### src/sv/kts_pkg.sv
// Shared types and constants for the KMP text search block.
package kts_pkg;

  localparam int MAX_PATTERN_DEF = 32;
  localparam int LINE_WIDTH_DEF  = 80;
  localparam int BYTE_W          = 8;
  localparam int OP_W            = 2;
  localparam int TEXT_W          = 16;
  localparam int COL_W           = 7;
  localparam int QDEPTH          = 2;
  localparam int QPW             = 1;

  typedef enum logic [OP_W-1:0] {
    OP_CLEAR   = 2'd0,
    OP_APPEND  = 2'd1,
    OP_TEXT    = 2'd2,
    OP_RESTART = 2'd3
  } op_t;

  typedef struct packed {
    op_t               kind;
    logic [BYTE_W-1:0] data;
  } cmd_t;

  // queue head as seen by the back end
  typedef struct packed {
    logic valid;
    cmd_t cmd;
  } head_t;

  typedef enum logic [1:0] {
    ST_IDLE,
    ST_RD,
    ST_CMP,
    ST_MATCH
  } st_t;

endpackage

### src/sv/kmp_text_search.sv
// Top level of the streaming KMP text search block.
// Streaming Knuth-Morris-Pratt matcher. Each request carries an op: clear
// pattern, append one pattern byte, one text byte, or restart the text scan.
// Appends build the failure table online; appends beyond
// min(MAX_PATTERN, LINE_WIDTH-1) bytes are ignored. Each text byte that
// completes the pattern gives one result with the 0-based start index and
// the 1-based column and line for lines of LINE_WIDTH characters; the scan
// then restarts, so matches never overlap. The text index saturates at 65535.
// A two-entry request queue decouples the input from the matching engine,
// and a result register decouples the engine from the output, so a stall on
// either side is absorbed until the queue or the result register is full.
// Clear, restart, an ignored append, an append to an empty pattern and a
// text byte with no pattern loaded are done in the idle state as they are
// dequeued. Other appends and text bytes are dequeued in the idle state,
// then walk the KMP pointer: each step that compares passes through a read
// state (pattern/failure RAM read) and a compare state, and a step that has
// fallen back to zero ends in the read state alone. A byte that completes
// a match then passes through the match state, which loads the result
// register, and waits there while an earlier result is held by the output
// stall. The single read port of the pattern and failure RAMs is why every
// compare needs its own read state. No clearing pass is needed after reset.
module kmp_text_search import kts_pkg::*; #(
  parameter int MAX_PATTERN = MAX_PATTERN_DEF,
  parameter int LINE_WIDTH  = LINE_WIDTH_DEF
) (
  input  logic              clk,
  input  logic              rst_n,
  input  logic              in_valid,
  output logic              in_stall,
  input  logic [OP_W-1:0]   in_op,
  input  logic [BYTE_W-1:0] in_byte_value,
  output logic              out_valid,
  input  logic              out_stall,
  output logic [TEXT_W-1:0] out_match_start_index,
  output logic [COL_W-1:0]  out_match_column,
  output logic [TEXT_W-1:0] out_match_line
);

  head_t head;  // oldest queued request
  logic  pop;   // engine takes the queue head

  // front: accept and classify requests into the queue
  kts_front u_front (
    .clk           (clk),
    .rst_n         (rst_n),
    .in_valid      (in_valid),
    .in_stall      (in_stall),
    .in_op         (in_op),
    .in_byte_value (in_byte_value),
    .head          (head),
    .pop           (pop)
  );

  // back: table build, text matching and result register
  kts_back #(
    .MAX_PATTERN (MAX_PATTERN),
    .LINE_WIDTH  (LINE_WIDTH)
  ) u_back (
    .clk                   (clk),
    .rst_n                 (rst_n),
    .head                  (head),
    .pop                   (pop),
    .out_valid             (out_valid),
    .out_stall             (out_stall),
    .out_match_start_index (out_match_start_index),
    .out_match_column      (out_match_column),
    .out_match_line        (out_match_line)
  );

endmodule

### src/sv/kts_ram.sv
// Generic simple dual-port RAM with registered read.
module kts_ram #(
  parameter int WIDTH = 8,
  parameter int DEPTH = 32,
  localparam int AW = (DEPTH > 1) ? $clog2(DEPTH) : 1
) (
  input  logic             clk,
  input  logic             we,
  input  logic [AW-1:0]    waddr,
  input  logic [WIDTH-1:0] wdata,
  input  logic             re,
  input  logic [AW-1:0]    raddr,
  output logic [WIDTH-1:0] rdata
);

  logic [WIDTH-1:0] mem [DEPTH];
  logic [WIDTH-1:0] rdata_r;

  always_ff @(posedge clk) begin
    if (we) begin
      mem[waddr] <= wdata;
    end
    if (re) begin
      rdata_r <= mem[raddr];
    end
  end

  assign rdata = rdata_r;

endmodule

### src/sv/kts_front.sv
// Front end: takes requests, classifies the op and queues them for the back end.
module kts_front import kts_pkg::*; (
  input  logic              clk,
  input  logic              rst_n,
  input  logic              in_valid,
  output logic              in_stall,
  input  logic [OP_W-1:0]   in_op,
  input  logic [BYTE_W-1:0] in_byte_value,
  output head_t             head,
  input  logic              pop
);

  cmd_t             q_r [QDEPTH];
  logic [QPW-1:0]   wr_ptr_r, wr_ptr_nxt;
  logic [QPW-1:0]   rd_ptr_r, rd_ptr_nxt;
  logic [QPW:0]     count_r, count_nxt;
  logic             push;
  logic             do_pop;
  cmd_t             cmd_in;

  always_comb begin
    cmd_in.kind = op_t'(in_op);
    // payload byte only matters for pattern and text requests
    cmd_in.data = (cmd_in.kind == OP_APPEND || cmd_in.kind == OP_TEXT) ?
                  in_byte_value : '0;
  end

  assign in_stall   = (count_r == (QPW+1)'(QDEPTH));
  assign push       = in_valid && !in_stall;
  assign do_pop     = pop && (count_r != '0);
  assign head.valid = (count_r != '0);
  assign head.cmd   = q_r[rd_ptr_r];

  always_comb begin
    wr_ptr_nxt = push   ? wr_ptr_r + 1'b1 : wr_ptr_r;
    rd_ptr_nxt = do_pop ? rd_ptr_r + 1'b1 : rd_ptr_r;
    count_nxt  = count_r + (QPW+1)'(push) - (QPW+1)'(do_pop);
  end

  always_ff @(posedge clk) begin
    if (!rst_n) begin
      wr_ptr_r <= '0;
      rd_ptr_r <= '0;
      count_r  <= '0;
    end else begin
      wr_ptr_r <= wr_ptr_nxt;
      rd_ptr_r <= rd_ptr_nxt;
      count_r  <= count_nxt;
    end
  end

  always_ff @(posedge clk) begin
    if (push) begin
      q_r[wr_ptr_r] <= cmd_in;
    end
  end

`ifndef SYNTHESIS
  a_count_bound: assert property (@(posedge clk) disable iff (!rst_n)
    count_r <= (QPW+1)'(QDEPTH))
    else $error("queue count overflow");
`endif

endmodule

### src/sv/kts_back.sv
// Back end: pattern load with online failure table build, and text matching.
module kts_back import kts_pkg::*; #(
  parameter int MAX_PATTERN = MAX_PATTERN_DEF,
  parameter int LINE_WIDTH  = LINE_WIDTH_DEF
) (
  input  logic              clk,
  input  logic              rst_n,
  input  head_t             head,
  output logic              pop,
  output logic              out_valid,
  input  logic              out_stall,
  output logic [TEXT_W-1:0] out_match_start_index,
  output logic [COL_W-1:0]  out_match_column,
  output logic [TEXT_W-1:0] out_match_line
);

  localparam int PW    = $clog2(MAX_PATTERN + 1);
  localparam int PAW   = (MAX_PATTERN > 1) ? $clog2(MAX_PATTERN) : 1;
  localparam int RW    = $clog2(LINE_WIDTH);
  localparam int CW    = RW + 1;
  localparam int LIMIT = (LINE_WIDTH - 1 < MAX_PATTERN) ? LINE_WIDTH - 1 : MAX_PATTERN;
  localparam logic [TEXT_W-1:0] TI_MAX = '1;

  st_t               state_r, state_nxt;
  logic              build_r, build_nxt;
  logic [PW-1:0]     len_r, len_nxt;
  logic [PW-1:0]     bp_r, bp_nxt;
  logic [PW-1:0]     mp_r, mp_nxt;
  logic [PW-1:0]     j_r, j_nxt;
  logic [BYTE_W-1:0] last_r, last_nxt;
  logic [BYTE_W-1:0] byte_r, byte_nxt;
  logic [TEXT_W-1:0] ti_r, ti_nxt;
  logic [TEXT_W-1:0] tq_r, tq_nxt;
  logic [RW-1:0]     tr_r, tr_nxt;
  logic [TEXT_W-1:0] sidx_r, sidx_nxt;
  logic [TEXT_W-1:0] sq_r, sq_nxt;
  logic [RW-1:0]     sr_r, sr_nxt;
  logic              out_valid_r, out_valid_nxt;
  logic [TEXT_W-1:0] out_idx_r, out_idx_nxt;
  logic [COL_W-1:0]  out_col_r, out_col_nxt;
  logic [TEXT_W-1:0] out_line_r, out_line_nxt;

  logic              pat_we, rd_en;
  logic [PAW-1:0]    pat_waddr, pat_raddr;
  logic [BYTE_W-1:0] pat_wdata, pat_rdata;
  logic              fail_we;
  logic [PW-1:0]     fail_waddr, fail_raddr;
  logic [PW-1:0]     fail_wdata, fail_rdata;

  logic              fin;
  logic [PW-1:0]     fin_j;
  logic [PW:0]       jn;
  logic [BYTE_W-1:0] key;
  logic [TEXT_W-1:0] back16;
  logic [CW-1:0]     back_c, tr_c, sr_c;

  kts_ram #(.WIDTH(BYTE_W), .DEPTH(MAX_PATTERN)) u_pat_ram (
    .clk   (clk),
    .we    (pat_we),
    .waddr (pat_waddr),
    .wdata (pat_wdata),
    .re    (rd_en),
    .raddr (pat_raddr),
    .rdata (pat_rdata)
  );

  kts_ram #(.WIDTH(PW), .DEPTH(MAX_PATTERN + 1)) u_fail_ram (
    .clk   (clk),
    .we    (fail_we),
    .waddr (fail_waddr),
    .wdata (fail_wdata),
    .re    (rd_en),
    .raddr (fail_raddr),
    .rdata (fail_rdata)
  );

  // start position of a match ending at the current text index
  assign back16 = TEXT_W'(len_r) - TEXT_W'(1);
  assign back_c = CW'(len_r - PW'(1));
  assign tr_c   = CW'(tr_r);

  assign key        = build_r ? last_r : byte_r;
  assign pat_raddr  = PAW'(j_r - PW'(1));
  assign fail_raddr = j_r;
  assign jn         = {1'b0, fin_j} + (PW+1)'(1);

  always_comb begin
    state_nxt     = state_r;
    build_nxt     = build_r;
    len_nxt       = len_r;
    bp_nxt        = bp_r;
    mp_nxt        = mp_r;
    j_nxt         = j_r;
    last_nxt      = last_r;
    byte_nxt      = byte_r;
    ti_nxt        = ti_r;
    tq_nxt        = tq_r;
    tr_nxt        = tr_r;
    sidx_nxt      = sidx_r;
    sq_nxt        = sq_r;
    sr_nxt        = sr_r;
    out_valid_nxt = out_valid_r;
    out_idx_nxt   = out_idx_r;
    out_col_nxt   = out_col_r;
    out_line_nxt  = out_line_r;
    pop           = 1'b0;
    pat_we        = 1'b0;
    pat_waddr     = PAW'(len_r);
    pat_wdata     = head.cmd.data;
    fail_we       = 1'b0;
    fail_waddr    = len_r + PW'(1);
    fail_wdata    = jn[PW-1:0];
    rd_en         = 1'b0;
    fin           = 1'b0;
    fin_j         = j_r;
    sr_c          = '0;

    if (out_valid_r && !out_stall) begin
      out_valid_nxt = 1'b0;
    end

    case (state_r)
      ST_IDLE: begin
        if (head.valid) begin
          pop      = 1'b1;
          byte_nxt = head.cmd.data;
          case (head.cmd.kind)
            OP_CLEAR: begin
              len_nxt = '0;
              bp_nxt  = '0;
              mp_nxt  = PW'(1);
            end
            OP_APPEND: begin
              if (len_r < PW'(LIMIT)) begin
                pat_we = 1'b1;
                if (len_r == '0) begin
                  fail_we    = 1'b1;
                  fail_waddr = PW'(1);
                  fail_wdata = '0;
                  len_nxt    = PW'(1);
                  bp_nxt     = '0;
                  mp_nxt     = PW'(1);
                  last_nxt   = head.cmd.data;
                end else begin
                  build_nxt = 1'b1;
                  j_nxt     = bp_r;
                  state_nxt = ST_RD;
                end
              end
            end
            OP_TEXT: begin
              if (ti_r != TI_MAX) begin
                ti_nxt = ti_r + TEXT_W'(1);
                if (tr_r == RW'(LINE_WIDTH - 1)) begin
                  tr_nxt = '0;
                  tq_nxt = tq_r + TEXT_W'(1);
                end else begin
                  tr_nxt = tr_r + RW'(1);
                end
              end
              if (len_r != '0) begin
                build_nxt = 1'b0;
                j_nxt     = (mp_r == '0 || mp_r > len_r) ? PW'(1) : mp_r;
                state_nxt = ST_RD;
                // start coordinates, clamped at the head of the text
                sidx_nxt  = (ti_r >= back16) ? ti_r - back16 : '0;
                if (tr_c >= back_c) begin
                  sr_c   = tr_c - back_c;
                  sq_nxt = tq_r;
                end else if (tq_r == '0) begin
                  sr_c   = '0;
                  sq_nxt = '0;
                end else begin
                  sr_c   = tr_c + CW'(LINE_WIDTH) - back_c;
                  sq_nxt = tq_r - TEXT_W'(1);
                end
                sr_nxt = RW'(sr_c);
              end
            end
            OP_RESTART: begin
              ti_nxt = '0;
              tq_nxt = '0;
              tr_nxt = '0;
              mp_nxt = PW'(1);
            end
            default: begin
            end
          endcase
        end
      end

      ST_RD: begin
        if (j_r == '0) begin
          fin   = 1'b1;
          fin_j = '0;
        end else begin
          rd_en     = 1'b1;
          state_nxt = ST_CMP;
        end
      end

      ST_CMP: begin
        if (key == pat_rdata) begin
          fin   = 1'b1;
          fin_j = j_r;
        end else begin
          j_nxt     = fail_rdata;
          state_nxt = ST_RD;
        end
      end

      ST_MATCH: begin
        if (!out_valid_r || !out_stall) begin
          out_valid_nxt = 1'b1;
          out_idx_nxt   = sidx_r;
          out_col_nxt   = COL_W'(CW'(sr_r) + CW'(1));
          out_line_nxt  = (sq_r == TI_MAX) ? sq_r : sq_r + TEXT_W'(1);
          mp_nxt        = PW'(1);
          state_nxt     = ST_IDLE;
        end
      end

      default: begin
        state_nxt = ST_IDLE;
      end
    endcase

    if (fin) begin
      if (build_r) begin
        fail_we   = 1'b1;
        bp_nxt    = jn[PW-1:0];
        len_nxt   = len_r + PW'(1);
        mp_nxt    = PW'(1);
        last_nxt  = byte_r;
        state_nxt = ST_IDLE;
      end else if (jn > {1'b0, len_r}) begin
        state_nxt = ST_MATCH;
      end else begin
        mp_nxt    = jn[PW-1:0];
        state_nxt = ST_IDLE;
      end
    end
  end

  always_ff @(posedge clk) begin
    if (!rst_n) begin
      state_r     <= ST_IDLE;
      len_r       <= '0;
      bp_r        <= '0;
      mp_r        <= PW'(1);
      ti_r        <= '0;
      tq_r        <= '0;
      tr_r        <= '0;
      build_r     <= 1'b0;
      out_valid_r <= 1'b0;
    end else begin
      state_r     <= state_nxt;
      len_r       <= len_nxt;
      bp_r        <= bp_nxt;
      mp_r        <= mp_nxt;
      ti_r        <= ti_nxt;
      tq_r        <= tq_nxt;
      tr_r        <= tr_nxt;
      build_r     <= build_nxt;
      out_valid_r <= out_valid_nxt;
    end
  end

  always_ff @(posedge clk) begin
    j_r        <= j_nxt;
    last_r     <= last_nxt;
    byte_r     <= byte_nxt;
    sidx_r     <= sidx_nxt;
    sq_r       <= sq_nxt;
    sr_r       <= sr_nxt;
    out_idx_r  <= out_idx_nxt;
    out_col_r  <= out_col_nxt;
    out_line_r <= out_line_nxt;
  end

  assign out_valid             = out_valid_r;
  assign out_match_start_index = out_idx_r;
  assign out_match_column      = out_col_r;
  assign out_match_line        = out_line_r;

`ifndef SYNTHESIS
  a_len_limit: assert property (@(posedge clk) disable iff (!rst_n)
    len_r <= PW'(LIMIT))
    else $error("pattern length beyond limit");

  a_mp_nonzero: assert property (@(posedge clk) disable iff (!rst_n)
    mp_r != '0)
    else $error("match pointer is zero");

  a_bp_below_len: assert property (@(posedge clk) disable iff (!rst_n)
    len_r == '0 || bp_r < len_r)
    else $error("build pointer not below pattern length");

  a_walk_in_range: assert property (@(posedge clk) disable iff (!rst_n)
    (state_r == ST_RD || state_r == ST_CMP) |-> j_r <= len_r)
    else $error("fallback pointer beyond pattern");

  a_match_holds_out: assert property (@(posedge clk) disable iff (!rst_n)
    (state_r == ST_MATCH && out_valid_r && out_stall) |=> state_r == ST_MATCH)
    else $error("match dropped while output stalled");
`endif

endmodule

### config.mk
export PLATFORM = sky130hd
export DESIGN_NAME = kmp_text_search
export DESIGN_NICKNAME = d
export VERILOG_FILES = /design/src/sv/kts_pkg.sv /design/src/sv/kmp_text_search.sv /design/src/sv/kts_ram.sv /design/src/sv/kts_front.sv /design/src/sv/kts_back.sv
export SDC_FILE = /design/constraint.sdc
export NUM_CORES = 1
export LEC_CHECK = 0
export ABC_CLOCK_PERIOD_IN_PS = 3700
export BUFFER_PORTS_ARGS = -buffer_cell sky130_fd_sc_hd__buf_2
export CAP_MARGIN = 25
export CORE_MARGIN = 5
export CORE_UTILIZATION = 57
export DETAILED_ROUTE_END_ITERATION = 10
export PLACE_DENSITY_LB_ADDON = 0.12
export SLEW_MARGIN = 20
export SYNTH_ARGS = -nofsm -noshare
export SYNTH_HDL_FRONTEND = slang
export SYNTH_HIERARCHICAL = 1
export SYNTH_SLANG_ARGS = --single-unit
### constraint.sdc
create_clock -name clk -period 3.7 [get_ports clk]
set_input_delay 0.37 -clock clk [delete_from_list [all_inputs] [get_ports clk]]
set_output_delay 0.37 -clock clk [all_outputs]
set_load 0.01 [all_outputs]
### After elaboration in Yosys (flattened, before gate mapping)

Memory sizes are Yosys's and may differ from the RTL's. A register that Yosys moved wholly into a read port is not among the register bits.
Index checks and enable logic that the tools add are counted.
Widths: inputs -> output; s select.

* memories: 3
* bits in writable memories: 474
* logic and storage cells: 219
* output and inout port bits: 41
* bits in registers: 165

* reductions and logical operators: 29
* eq/ne operators: 32
* muxes and demuxes: 110
* order comparisons: 5
* $add $sub $neg: 19

Memory list
* u_back.u_pat_ram.mem: depth 32, bits a word 8, read ports 1, clocked after Yosys merged registers in 1, write ports 1, line kts_ram.sv:16 `logic [WIDTH-1:0] mem [DEPTH];`
* u_back.u_fail_ram.mem: depth 33, bits a word 6, read ports 1, clocked after Yosys merged registers in 1, write ports 1, line kts_ram.sv:16
* u_front.q_r: depth 2, bits a word 10, read ports 1, clocked after Yosys merged registers in 1, write ports 1, line kts_front.sv:13 `cmd_t q_r [QDEPTH];`

Operators with widths (count)
* $mux 6: 37
* $mux 16: 6
* $mux 8: 9
* $pmux 6 s2: 6
* $pmux 16 s2: 2
* $add 16x1->16 const B: 3
* $mux 1: 31
* $mux 7: 4
* $mux 2: 10
* $logic_not 6->1: 3
* $eq 16x16->1 const B: 1
* $ge 16x16->1: 1
* $logic_not 16->1: 1
* $ne 16x16->1 const B: 1
* $sub 16x1->16 const B: 1
* $sub 16x16->16: 1
* $ne 3x2->1 const B: 5
* $add 7x1->7 const B: 2
* $pmux 7 s2: 1
* $sub 6x1->7 const B: 2
* $sub 7x7->7: 2
* $eq 2x2->1 const B: 6
* $eq 8x8->1: 1
* $ge 7x8->1: 1
* 34 further kinds: 58

### Logic depth before layout (Yosys ltp)

Gate-level depths: netlist of the first run.

* word-level depth: 10
* mapped depth: 15
* gate-level depth less buffers: 15

### Modules after synthesis

The synthesis of the first run kept the hierarchy.

By module, submodules not included
* kts_ram at u_back.u_pat_ram: area an instance 10133.5 sq um, cells an instance 417, instances 1
* kts_back: area an instance 9495.4 sq um, cells an instance 973, instances 1
* kts_ram at u_back.u_fail_ram: area an instance 8295.5 sq um, cells an instance 468, instances 1
* kts_front: area an instance 1024.7 sq um, cells an instance 67, instances 1

### Least setup slack after synthesis of the first run

OpenSTA, ideal clock, no wires.

* path type: flip-flop to flip-flop
* from: register u_back.state_r[0]
* to: register u_back.mp_r[0]
* period minus slack after synthesis: 4086 ps
* data arrival time: 4024 ps
* buffers on the path: 0
* setup time: 62 ps
* required time: 3638 ps
* slack: -386 ps
* stages on the path, launching flop included: 7
* cells stage by stage: dfxtp_1 ha_1 a21boi_0 nand2b_1 o211ai_1 mux2i_1 nand3_1

* cells in the longest elaborated chain, start to end: 7

RTL lines
* start, declared: line kts_back.sv:24 `st_t state_r, state_nxt;`
* start signal, assigned: line kts_back.sv:257 `state_r <= state_nxt;`
* $eq 2x1->1: line kts_back.sv:122 `case (state_r)`
* $mux 6
* $add 6x1->7: line kts_back.sv:85 `assign jn = {1'b0, fin_j} + (PW+1)'(1);`
* $gt 7x6->1: line kts_back.sv:236 `end else if (jn > {1'b0, len_r}) begin`
* $mux 6: line kts_back.sv:236
* $mux 6: line kts_back.sv:229 `if (build_r) begin`
* $mux 6 (*): line kts_back.sv:228 `if (fin) begin`
* end signal, assigned: line kts_back.sv:260 `mp_r <= mp_nxt;`
* end, declared: line kts_back.sv:28 `logic [PW-1:0] mp_r, mp_nxt;`

Every way passes the cells marked *; elsewhere a longest branch is shown, timed or not.
A chain may end at the register's enable or synchronous reset.

### Worst setup path after layout of the first run

* from: register u_back.len_r[0]
* to: register u_back.sidx_r[14] (data pin)

* cells in the longest elaborated chain, start to end: 2

RTL lines
* start, declared: line kts_back.sv:26 `logic [PW-1:0] len_r, len_nxt;`
* start signal, assigned: line kts_back.sv:258 `len_r <= len_nxt;`
* $sub 6x1->7 (*): line kts_back.sv:78 `assign back16 = TEXT_W'(len_r) - TEXT_W'(1);`
* $sub 16x16->16 / $ge 16x16->1 (equally long branches): line kts_back.sv:166 `sidx_nxt = (ti_r >= back16) ? ti_r - back16 : '0;`
* end signal, assigned: line kts_back.sv:273 `sidx_r <= sidx_nxt;`
* end, declared: line kts_back.sv:35 `logic [TEXT_W-1:0] sidx_r, sidx_nxt;`

Marks and branches as above.

==> results.md, run 1 <==
* Outcome: finished, final reports clean
* Global routing usage summed across all routing layers at 22.0%
* Data required time at the worst endpoint at 4.05 ns
* Core Box Area at 0.0502 mm^2
* WP data arrival at 3.86 ns
* Max Clock Freq at around 0.28 GHz
* Number of enable-type register cells in the synthesized netlist at a little under 600
* Synth warnings at 6
* Sum Neg Setup Slack at 0 ns
* Final WS setup at between 0.15 and 0.2 ns
* Syn nets at 2,012
* Starting utilization of the core area at 57.7%
* Worst setup path category: register to register
* Via/cell ratio at 5.88
* Mean instance size in the synthesized netlist at 15.0 um^2
* Routed Wire Length at roughly 61,000 um
* Max Buffers Root-to-Sink at 3
* Number of max-slew violations in the final report at 0
* Number of nets in the layout at ~2,200
* Dominant cells by area after synthesis: sky130_fd_sc_hd__edfxtp_1, sky130_fd_sc_hd__mux4_2, sky130_fd_sc_hd__dfxtp_1
* Global-route wire length before repair at between 90,000 and 100,000 um
* Critical path endpoint category: register
* Routability cong. at 0.865
* Fraction of post-synthesis cell area in the top cell type by area at about three fifths
* Final Cycle Share at a little over nine tenths
* Routed length on met3 at 3100 um
* Clock buffer count from CTS at 67
* Mean routed wirelength per cell at about 22 um
* TritonCTS clock tree: built
* Critical Path Start Type: register
* Placed cells at approximately 2,700
* Clock transition at the register clock pins on the worst setup and hold paths after CTS at 0.06 ns
* Flip-flop and latch count after synthesis at ~650
* Number of global-route vias before repair at 16,600
* Height of the chip at 235 um
* Syn Inst Count at a little under 2,000
* Worst Max-Slew Pin Slew at 0.945 ns
* Initial antenna violation count at 0
* Residual DRC count at 0
* Pre-Repair DR Iteration Count at 5
* Number of max-cap violations at 0
* Floorplan die area at 0.0554 mm^2
* Clock Skews at between 0.015 and 0.02 ns
* Number of non-filler instances in the completed layout at 2,803
* Final hold vios at 0
* Layout Utilization at 65.1%
* CP Max Fanout at 6
* Clk sinks at 654
* Fraction of layout instances using a drive strength above 1 at roughly a fifth
* Site Rows at 82
* I/O Buffers at 54
* Highest Signal Layer: met4
* Crit path time final at 3.52 ns
* Area growth from synthesis to layout at 12.8%
* Hold Crit Class: input port to register
* Hold Slack at 0.0302 ns
* DRT antenna net count at 0
* Worst vdd rail ir drop at 569 uV
* Pin count of the biggest net entering global routing at 65
* Diodes inserted at 0
* Detailed-routed wire length on met2 at 30,100 um
* Cell area after synthesis at 0.0289 mm^2
* Aggregate global routing overflow at 0
* Origin of the worst setup path: u_back/len_r[0]$_SDFF_PN0_
* Clock latency reported for the late side of the worst-skew pair at 0.60 ns
* Hold wc startpoint: in_op[1]
* Ports placed on the boundary at 55
* Seq/Total Area, Yosys at between 60% and 70%
* Cell taking the most area after synthesis: sky130_fd_sc_hd__edfxtp_1
* Critical R2R Launch: u_back/len_r[0]$_SDFF_PN0_
* Dominant register cell in the synthesized netlist: sky130_fd_sc_hd__edfxtp_1
* Slew headroom at 36.8%
* Number of vias after detailed routing at roughly 16,000
* Root buffer selected by CTS: sky130_fd_sc_hd__clkbuf_16
* Share of synthesized flip-flops with an asynchronous set or reset at 0%
* Met1 wire length at approximately 27,000 um
* RSZ-0062 raised after global routing: false
* PD cells at about 600 mW/mm^2
* Cell variety after synth at 84
* Post-place setup slack at 0.204 ns
* Finish-stage setup viols at 0
* H-tree lvl count at 3
* Post-CTS setup buffers at 0
* Number of violations reported at the end of detailed-routing iteration 0 at 1,222
* Sum of net half-perimeters after detailed placement at 40,400 um
* Die Span X at 235 um
* P_leak at 0.0115 uW
synth_stat cells (7+ instances only):
master                     instances
sky130_fd_sc_hd__nand3_1          63
sky130_fd_sc_hd__mux2_2           25
sky130_fd_sc_hd__nand2b_1         13
sky130_fd_sc_hd__edfxtp_1        580
sky130_fd_sc_hd__a21oi_1          51
sky130_fd_sc_hd__a21boi_0         12
sky130_fd_sc_hd__a21o_1           12
sky130_fd_sc_hd__and3_1           15
sky130_fd_sc_hd__buf_6             8
sky130_fd_sc_hd__nor2_1          173
sky130_fd_sc_hd__a22o_1           14
sky130_fd_sc_hd__mux2i_1         119
sky130_fd_sc_hd__or3_1             8
sky130_fd_sc_hd__nand4_1          28
sky130_fd_sc_hd__or2_2             8
sky130_fd_sc_hd__a221oi_2         11
sky130_fd_sc_hd__a31oi_1          10
sky130_fd_sc_hd__nor3b_1           7
sky130_fd_sc_hd__a22oi_1          32
sky130_fd_sc_hd__o21ai_0          32
sky130_fd_sc_hd__o22ai_1          12
sky130_fd_sc_hd__inv_1            51
sky130_fd_sc_hd__xor2_1           48
sky130_fd_sc_hd__nand2_1          98
sky130_fd_sc_hd__xnor2_1          42
sky130_fd_sc_hd__nor2b_1          18
sky130_fd_sc_hd__mux4_2           80
sky130_fd_sc_hd__a21boi_1          7
sky130_fd_sc_hd__dfxtp_1          74
sky130_fd_sc_hd__ha_1             67
sky130_fd_sc_hd__and2_1           20
sky130_fd_sc_hd__clkbuf_1         27
sky130_fd_sc_hd__nand3b_1         12
sky130_fd_sc_hd__buf_4            14
sky130_fd_sc_hd__nor3_1           25
sky130_fd_sc_hd__buf_2            15
path summary, 6_finish.rpt:
path | to | slack, ns | cells after the start
setup reg to reg | u_back/sidx_r[14]$_SDFFCE_PN0P_ | 0.18 | 12
setup / recovery | u_back/sidx_r[14]$_SDFFCE_PN0P_ | 0.18 | 12
hold / removal | u_front/q_r[0][9]$_DFFE_PP_ | 0.03 | 1
hold reg to reg | u_back/out_match_start_index[2]$_DFFE_PP_ | 0.42 | 0
routing by layer:
layer	up-vias	track usage [%]
li1	7700	-
met1	8241	30.6
met4	0	5.31
met3	94	3.66
met5	-	0
met2	446	36.8
kinds of logic (layout without fill, tap and decap cells):
kind of cell               count (synthesis)  after routing  synth area share (%)
DFF                                      654            654                  65.3
adders and majority gates                 73             73                  3.31
muxes                                    225            225                  11.4
AOI/OAI and AO/OA                        235            235                  5.96
xor gates and xnor gates                  92             92                  2.84
and+or+nand+nor                          519            519                  8.91
buffers and inverters                    127            333                  2.32
timing repair:
action	in CTS	in global routing
resized for setup	0	4
hold buffers	1	0
setup endpoints to repair	0	28
endpoints found under the hold margin	2	0
report_power, final:
part,total (uW),internal [uW],leakage (uW),switching (uW)
logic,3880,1430,0.00459,2440
clock network,6490,3790,0.00103,2700
registers,9080,8930,0.00587,152
worst max-delay path, stage by stage (launching register included):
cell and delay (ns):
sky130_fd_sc_hd__dfxtp_1 0.33, sky130_fd_sc_hd__inv_1 0.11, sky130_fd_sc_hd__ha_1 0.25, sky130_fd_sc_hd__and3_1 0.20, sky130_fd_sc_hd__xnor2_1 0.41, sky130_fd_sc_hd__inv_1 0.19, sky130_fd_sc_hd__ha_1 0.40, sky130_fd_sc_hd__nand2_1 0.07
sky130_fd_sc_hd__a2bb2oi_1 0.14, sky130_fd_sc_hd__a21oi_1 0.41, sky130_fd_sc_hd__a22oi_1 0.19, sky130_fd_sc_hd__a21oi_1 0.21, sky130_fd_sc_hd__mux2_2 0.35
layout by cell type (no fill, tap or decap), types with 54 or more instances in the layout:
master                      Yosys  layout
sky130_fd_sc_hd__mux2i_1      119     119
sky130_fd_sc_hd__buf_4         14     105
sky130_fd_sc_hd__ha_1          67      67
sky130_fd_sc_hd__buf_2         15      54
sky130_fd_sc_hd__nor2_1       173     166
sky130_fd_sc_hd__mux4_2        80      80
sky130_fd_sc_hd__nand2_1       98      98
sky130_fd_sc_hd__nand3_1       63      63
sky130_fd_sc_hd__clkbuf_16      0      72
sky130_fd_sc_hd__edfxtp_1     580     580
sky130_fd_sc_hd__dfxtp_1       74      74
final cells by class:
class | count | area (um^2)
clock buffer | 85 | 1880
clock inverter | 31 | 226
fill | 3564 | 17500
inverter | 52 | 198
multi-input combinational | 1144 | 9450
sequential | 654 | 18900
tap | 672 | 841
timing repair buffer | 165 | 1170
per-stage QoR:
stage	instance area, um^2	power [uW]
floorplan	28900	11800
global placement	30500	13000
detailed placement	30500	13100
CTS	32600	19600
global route	32700	20300
finish	32700	19400
registers in the layout, indices dropped and copies added, names as in the netlist, 8 cells and up, named ones only:
name / flops
u_back/byte_r: 8
u_back/last_r: 8
u_back/out_match_line: 16
u_back/out_match_start_index: 16
u_back/sidx_r: 16
u_back/sq_r: 16
u_back/ti_r: 16
u_back/tq_r: 16
u_back/u_fail_ram/mem: 198
u_back/u_pat_ram/mem: 256
u_back/u_pat_ram/rdata: 8
u_front/q_r: 20
(Power assumes the default switching activity.)
==> run 2: changes to the inputs <==
SYNTH_HIERARCHICAL = default   (was 1)
==> run 2 against run 1 <==
Count of clock-buffer cells in the layout grew 2; highest routed layer unchanged; design area shrank 1.6%; sequential share of layout area grew 0.93 points; worst setup slack gained 0.074 ns; flip-flop and latch count is the same; hold slack gained 0.0098 ns; critical path depth grew 1.
==> results.md, run 2 <==
* Hold-critical path endpoint: u_front.q_r[1][9]$_DFFE_PP_
* Mean instance size in the synthesized netlist at 15.7 um^2 (+4.4%)
* Final WS setup at 0.257 ns (+0.0740 ns)
* Residual DRC count at 0 (unchanged)
* Number of buffers and inverters on the critical path at 2 (unchanged)
* Aggregate global routing overflow at 0 (unchanged)
* Slowest cell on the critical path: sky130_fd_sc_hd__or4_1
* Initial antenna violation count at 0 (unchanged)
* Via/cell ratio at 5.95 (+1.2%)
* Syn nets at 1,901 (-5.5%)
* Pre-Repair DR Iteration Count at 5 (unchanged)
* TritonCTS clock tree: built
* R2R cell count at 13 (+1)
* Fraction of layout instances using a drive strength above 1 at 21.5% (+1.5 points)
* Instance count along the most critical hold path at 1 (unchanged)
* Pin count of the biggest net entering global routing at 114 (+75%)
* Clock Skews at 0.0186 ns (+0.00267 ns)
* Hold Slack at 0.0401 ns (+0.00984 ns)
* Area growth from synthesis to layout at 13.0%
* Number of nets in the layout at 2,039 (-6.1%)
* Number of violations reported at the end of detailed-routing iteration 0 at 1,383 (+13%)
* I/O Buffers at 54 (unchanged)
* Crit path time final at 3.44 ns (-0.0740 ns)
* Synth warnings at 0 (-6)
* Outcome: finished, final reports clean
* PD cells at 650 mW/mm^2 (+9.2%)
* Number of enable-type register cells in the synthesized netlist at 580 (unchanged)
* Starting utilization of the core area at 57.9% (+0.19 points)
* Max Buffers Root-to-Sink at 3 (unchanged)
* Dominant register cell in the synthesized netlist: sky130_fd_sc_hd__edfxtp_1
* Diodes inserted at 0 (unchanged)
* Largest registers in the final layout: u_back.u_pat_ram.mem (256), u_back.u_fail_ram.mem (198), u_front.q_r (20)
* Share of synthesized flip-flops with an asynchronous set or reset at 0% (unchanged)
* Register name with the most flops: u_back.u_pat_ram.mem
* Commonest non-fill, non-tap cells in the layout: sky130_fd_sc_hd__edfxtp_1, sky130_fd_sc_hd__nor2_1, sky130_fd_sc_hd__mux4_2, sky130_fd_sc_hd__nand2_1, sky130_fd_sc_hd__buf_4
* Cell area after synthesis at 0.0285 mm^2 (-1.7%)
* Clock transition at the register clock pins on the worst setup and hold paths after CTS at 0.06 ns (about the same)
* Layout Utilization at 65.4% (+0.30 points)
* Core Box Area at 0.0492 mm^2 (-2.0%)
* Cell taking the most area after synthesis: sky130_fd_sc_hd__edfxtp_1
* RSZ-0062 raised after global routing: false
* Die Span X at 233 um (-0.82%)
* Critical R2R Launch: u_back.len_r[2]$_SDFF_PN0_
* Filler cell count in the final layout at 3,375 (-5.3%)
* Library cell appearing most often on the critical path: sky130_fd_sc_hd__o311a_1
* Critical Path Start Type: register
* Site Rows at 81 (-1.2%)
* Number of global-route vias before repair at 15,800 (-4.6%)
* Syn Inst Count at 1,813 (-5.8%)
* Max stage delay on crit path at 0.52 ns (+0.11 ns)
* Data required time at the worst endpoint at 4.15 ns (+0.10 ns)
* Max Clock Freq at 0.290 GHz (+2.1%)
* FF+latch area at 0.0189 mm^2 (about the same)
* Routability cong. at 0.903 (+4.5%)
* Seq/Total Area, Yosys at 66.4% (+1.1 points)
* Routed Wire Length at 58,800 um (-3.6%)
* Number of max-slew violations in the final report at 0 (unchanged)
* Slew headroom at 33.2% (-3.5 points)
* Placed cells at 2,543 (-5.3%)
* Number of non-filler instances in the completed layout at 2,670 (-4.7%)
* Ranking of synthesized cells by instance count: sky130_fd_sc_hd__edfxtp_1, sky130_fd_sc_hd__nor2_1, sky130_fd_sc_hd__mux4_2
* Global-route wire length before repair at 91,700 um (-4.7%)
* Global routing usage summed across all routing layers at 22.0% (about the same)
* Hold wc startpoint: in_op[1]
* Number of vias after detailed routing at 15,900 (-3.6%)
* Post-CTS setup buffers at 0 (unchanged)
* Worst setup path category: register to register
* H-tree lvl count at 3 (unchanged)
* Critical register-to-register path endpoint: u_back.sidx_r[15]$_SDFFCE_PN0P_
* Sum of net half-perimeters after detailed placement at 38,400 um (-5.1%)
* Ports placed on the boundary at 55 (unchanged)
* Clock latency reported for the late side of the worst-skew pair at 0.60 ns (about the same)
* DRT antenna net count at 0 (unchanged)
* Mean routed wirelength per cell at 22.0 um (+1.2%)
* Most common cell after layout, fill and taps aside: sky130_fd_sc_hd__edfxtp_1
* Clock buffer count from CTS at 69 (+3.0%)
* Flip-flop and latch count after synthesis at 654 (unchanged)
* Root buffer selected by CTS: sky130_fd_sc_hd__clkbuf_16
* Largest register FFs at 256 (unchanged)
* Cell variety after synth at 66 (-21%)
* Worst vdd rail ir drop at 514 uV (-9.5%)
* Final hold vios at 0 (unchanged)
* Floorplan die area at 0.0545 mm^2 (-1.6%)
* Height of the chip at 233 um (-0.82%)
* Critical path endpoint category: register
* Fraction of post-synthesis cell area in the top cell type by area at 61.2% (+1.0 points)
* Hold Crit Class: input port to register
* Sum Neg Setup Slack at 0 ns (unchanged)
* Dominant cells by area after synthesis: sky130_fd_sc_hd__edfxtp_1, sky130_fd_sc_hd__mux4_2, sky130_fd_sc_hd__dfxtp_1
* Post-place setup slack at 0.0897 ns (-0.114 ns)
* Top-count cell post-synth: sky130_fd_sc_hd__edfxtp_1
* Finish-stage setup viols at 0 (unchanged)
* WP data arrival at 3.90 ns (+0.04 ns)
* Worst Max-Slew Pin Slew at 1.00 ns (+0.0562 ns)
* Cell chain of the critical path: inv_2 -> nand3_1 -> nor3_1 -> xnor2_1 -> ha_1 -> and3_1 -> a221oi_1 -> buf_4 -> or4_1 -> o311a_1 -> a21o_2 -> nor2_1 -> o311a_1
* Area of the multi-input gates at 0.00905 mm^2 (-4.2%)
* P_leak at 0.0109 uW (-4.9%)
* CP Max Fanout at 11 (+5)
* Number of max-cap violations at 0 (unchanged)
* Reg2reg setup slack at 0.26 ns (+0.07 ns)
* Final Cycle Share at 93.1% (-2.0 points)
* Clk sinks at 654 (unchanged)
* Delay-heaviest family, CP: simple AND/OR/NAND/NOR gates
## run 2: metrics by stage
step | area, um^2 | power (uW)
finish | 32100 | 20900
floorplan | 28500 | 12800
detailed placement | 29900 | 14500
CTS | 32100 | 21100
global route | 32100 | 21800
global placement | 29900 | 14300
## run 2: repair_timing
item,in CTS,in global routing
hold buffers,1,0
endpoints found under the hold margin,2,0
gates resized for setup,0,5
setup endpoints to repair,0,17
## run 2: area by class of cell
class | count | share of cell area [%]
sequential | 654 | 58.8
inverter | 58 | 0.677
tap | 664 | 2.58
clock buffer | 87 | 5.78
timing repair buffer | 142 | 3.00
clock inverter | 39 | 1.01
multi-input combinational | 1026 | 28.2
## run 2: logic make-up (layout without fill, tap and decap cells)
logic type      Yosys count  count (layout)  share of synthesized area, %
fa+ha+maj                74              74                          3.41
mux                     192             192                          13.0
buf+inv                 133             326                          2.00
xor+xnor                 92              92                          2.83
flops                   654             654                          66.4
compound gates          176             176                          3.91
simple gates            492             492                          8.43
## run 2: worst register-to-register path: stages, from the launching register on
cell	delay (ns)
sky130_fd_sc_hd__dfxtp_1	0.35
sky130_fd_sc_hd__inv_2	0.20
sky130_fd_sc_hd__nand3_1	0.21
sky130_fd_sc_hd__nor3_1	0.24
sky130_fd_sc_hd__xnor2_1	0.20
sky130_fd_sc_hd__ha_1	0.40
sky130_fd_sc_hd__and3_1	0.19
sky130_fd_sc_hd__a221oi_1	0.08
sky130_fd_sc_hd__buf_4	0.16
sky130_fd_sc_hd__or4_1	0.52
sky130_fd_sc_hd__o311a_1	0.17
sky130_fd_sc_hd__a21o_2	0.29
sky130_fd_sc_hd__nor2_1	0.13
sky130_fd_sc_hd__o311a_1	0.16
## run 2: worst max path at each step
stage,slack (ns),start,end,depth (start not counted)
after floorplan,0.04,u_back.len_r[0]$_SDFF_PN0_,u_back.sidx_r[10]$_SDFFCE_PN0P_,14
after global placement,0.21,u_back.len_r[1]$_SDFF_PN0_,u_back.sidx_r[2]$_SDFFCE_PN0P_,14
after detailed placement,0.09,u_back.len_r[1]$_SDFF_PN0_,u_back.sidx_r[15]$_SDFFCE_PN0P_,14
after CTS,0.06,u_back.len_r[1]$_SDFF_PN0_,u_back.sidx_r[15]$_SDFFCE_PN0P_,14
after global routing,0.06,u_back.len_r[1]$_SDFF_PN0_,u_back.sidx_r[3]$_SDFFCE_PN0P_,13
final,0.26,u_back.len_r[2]$_SDFF_PN0_,u_back.sidx_r[15]$_SDFFCE_PN0P_,13
## run 2: per-layer routing
metal | vias to the layer above | track usage [%] | part of all wire [%]
met1 | 7977 | 31.9 | 43
met2 | 526 | 34.8 | 48
met3 | 104 | 3.52 | 6.0
met5 | - | 0 | 0
li1 | 7274 | - | -
met4 | 0 | 6.83 | 2.9
## run 2: power by group
part	switching [uW]	internal [uW]	leakage, uW
Clock	2750	3860	0.00107
Combinational	3010	2030	0.00404
Sequential	161	9100	0.00582
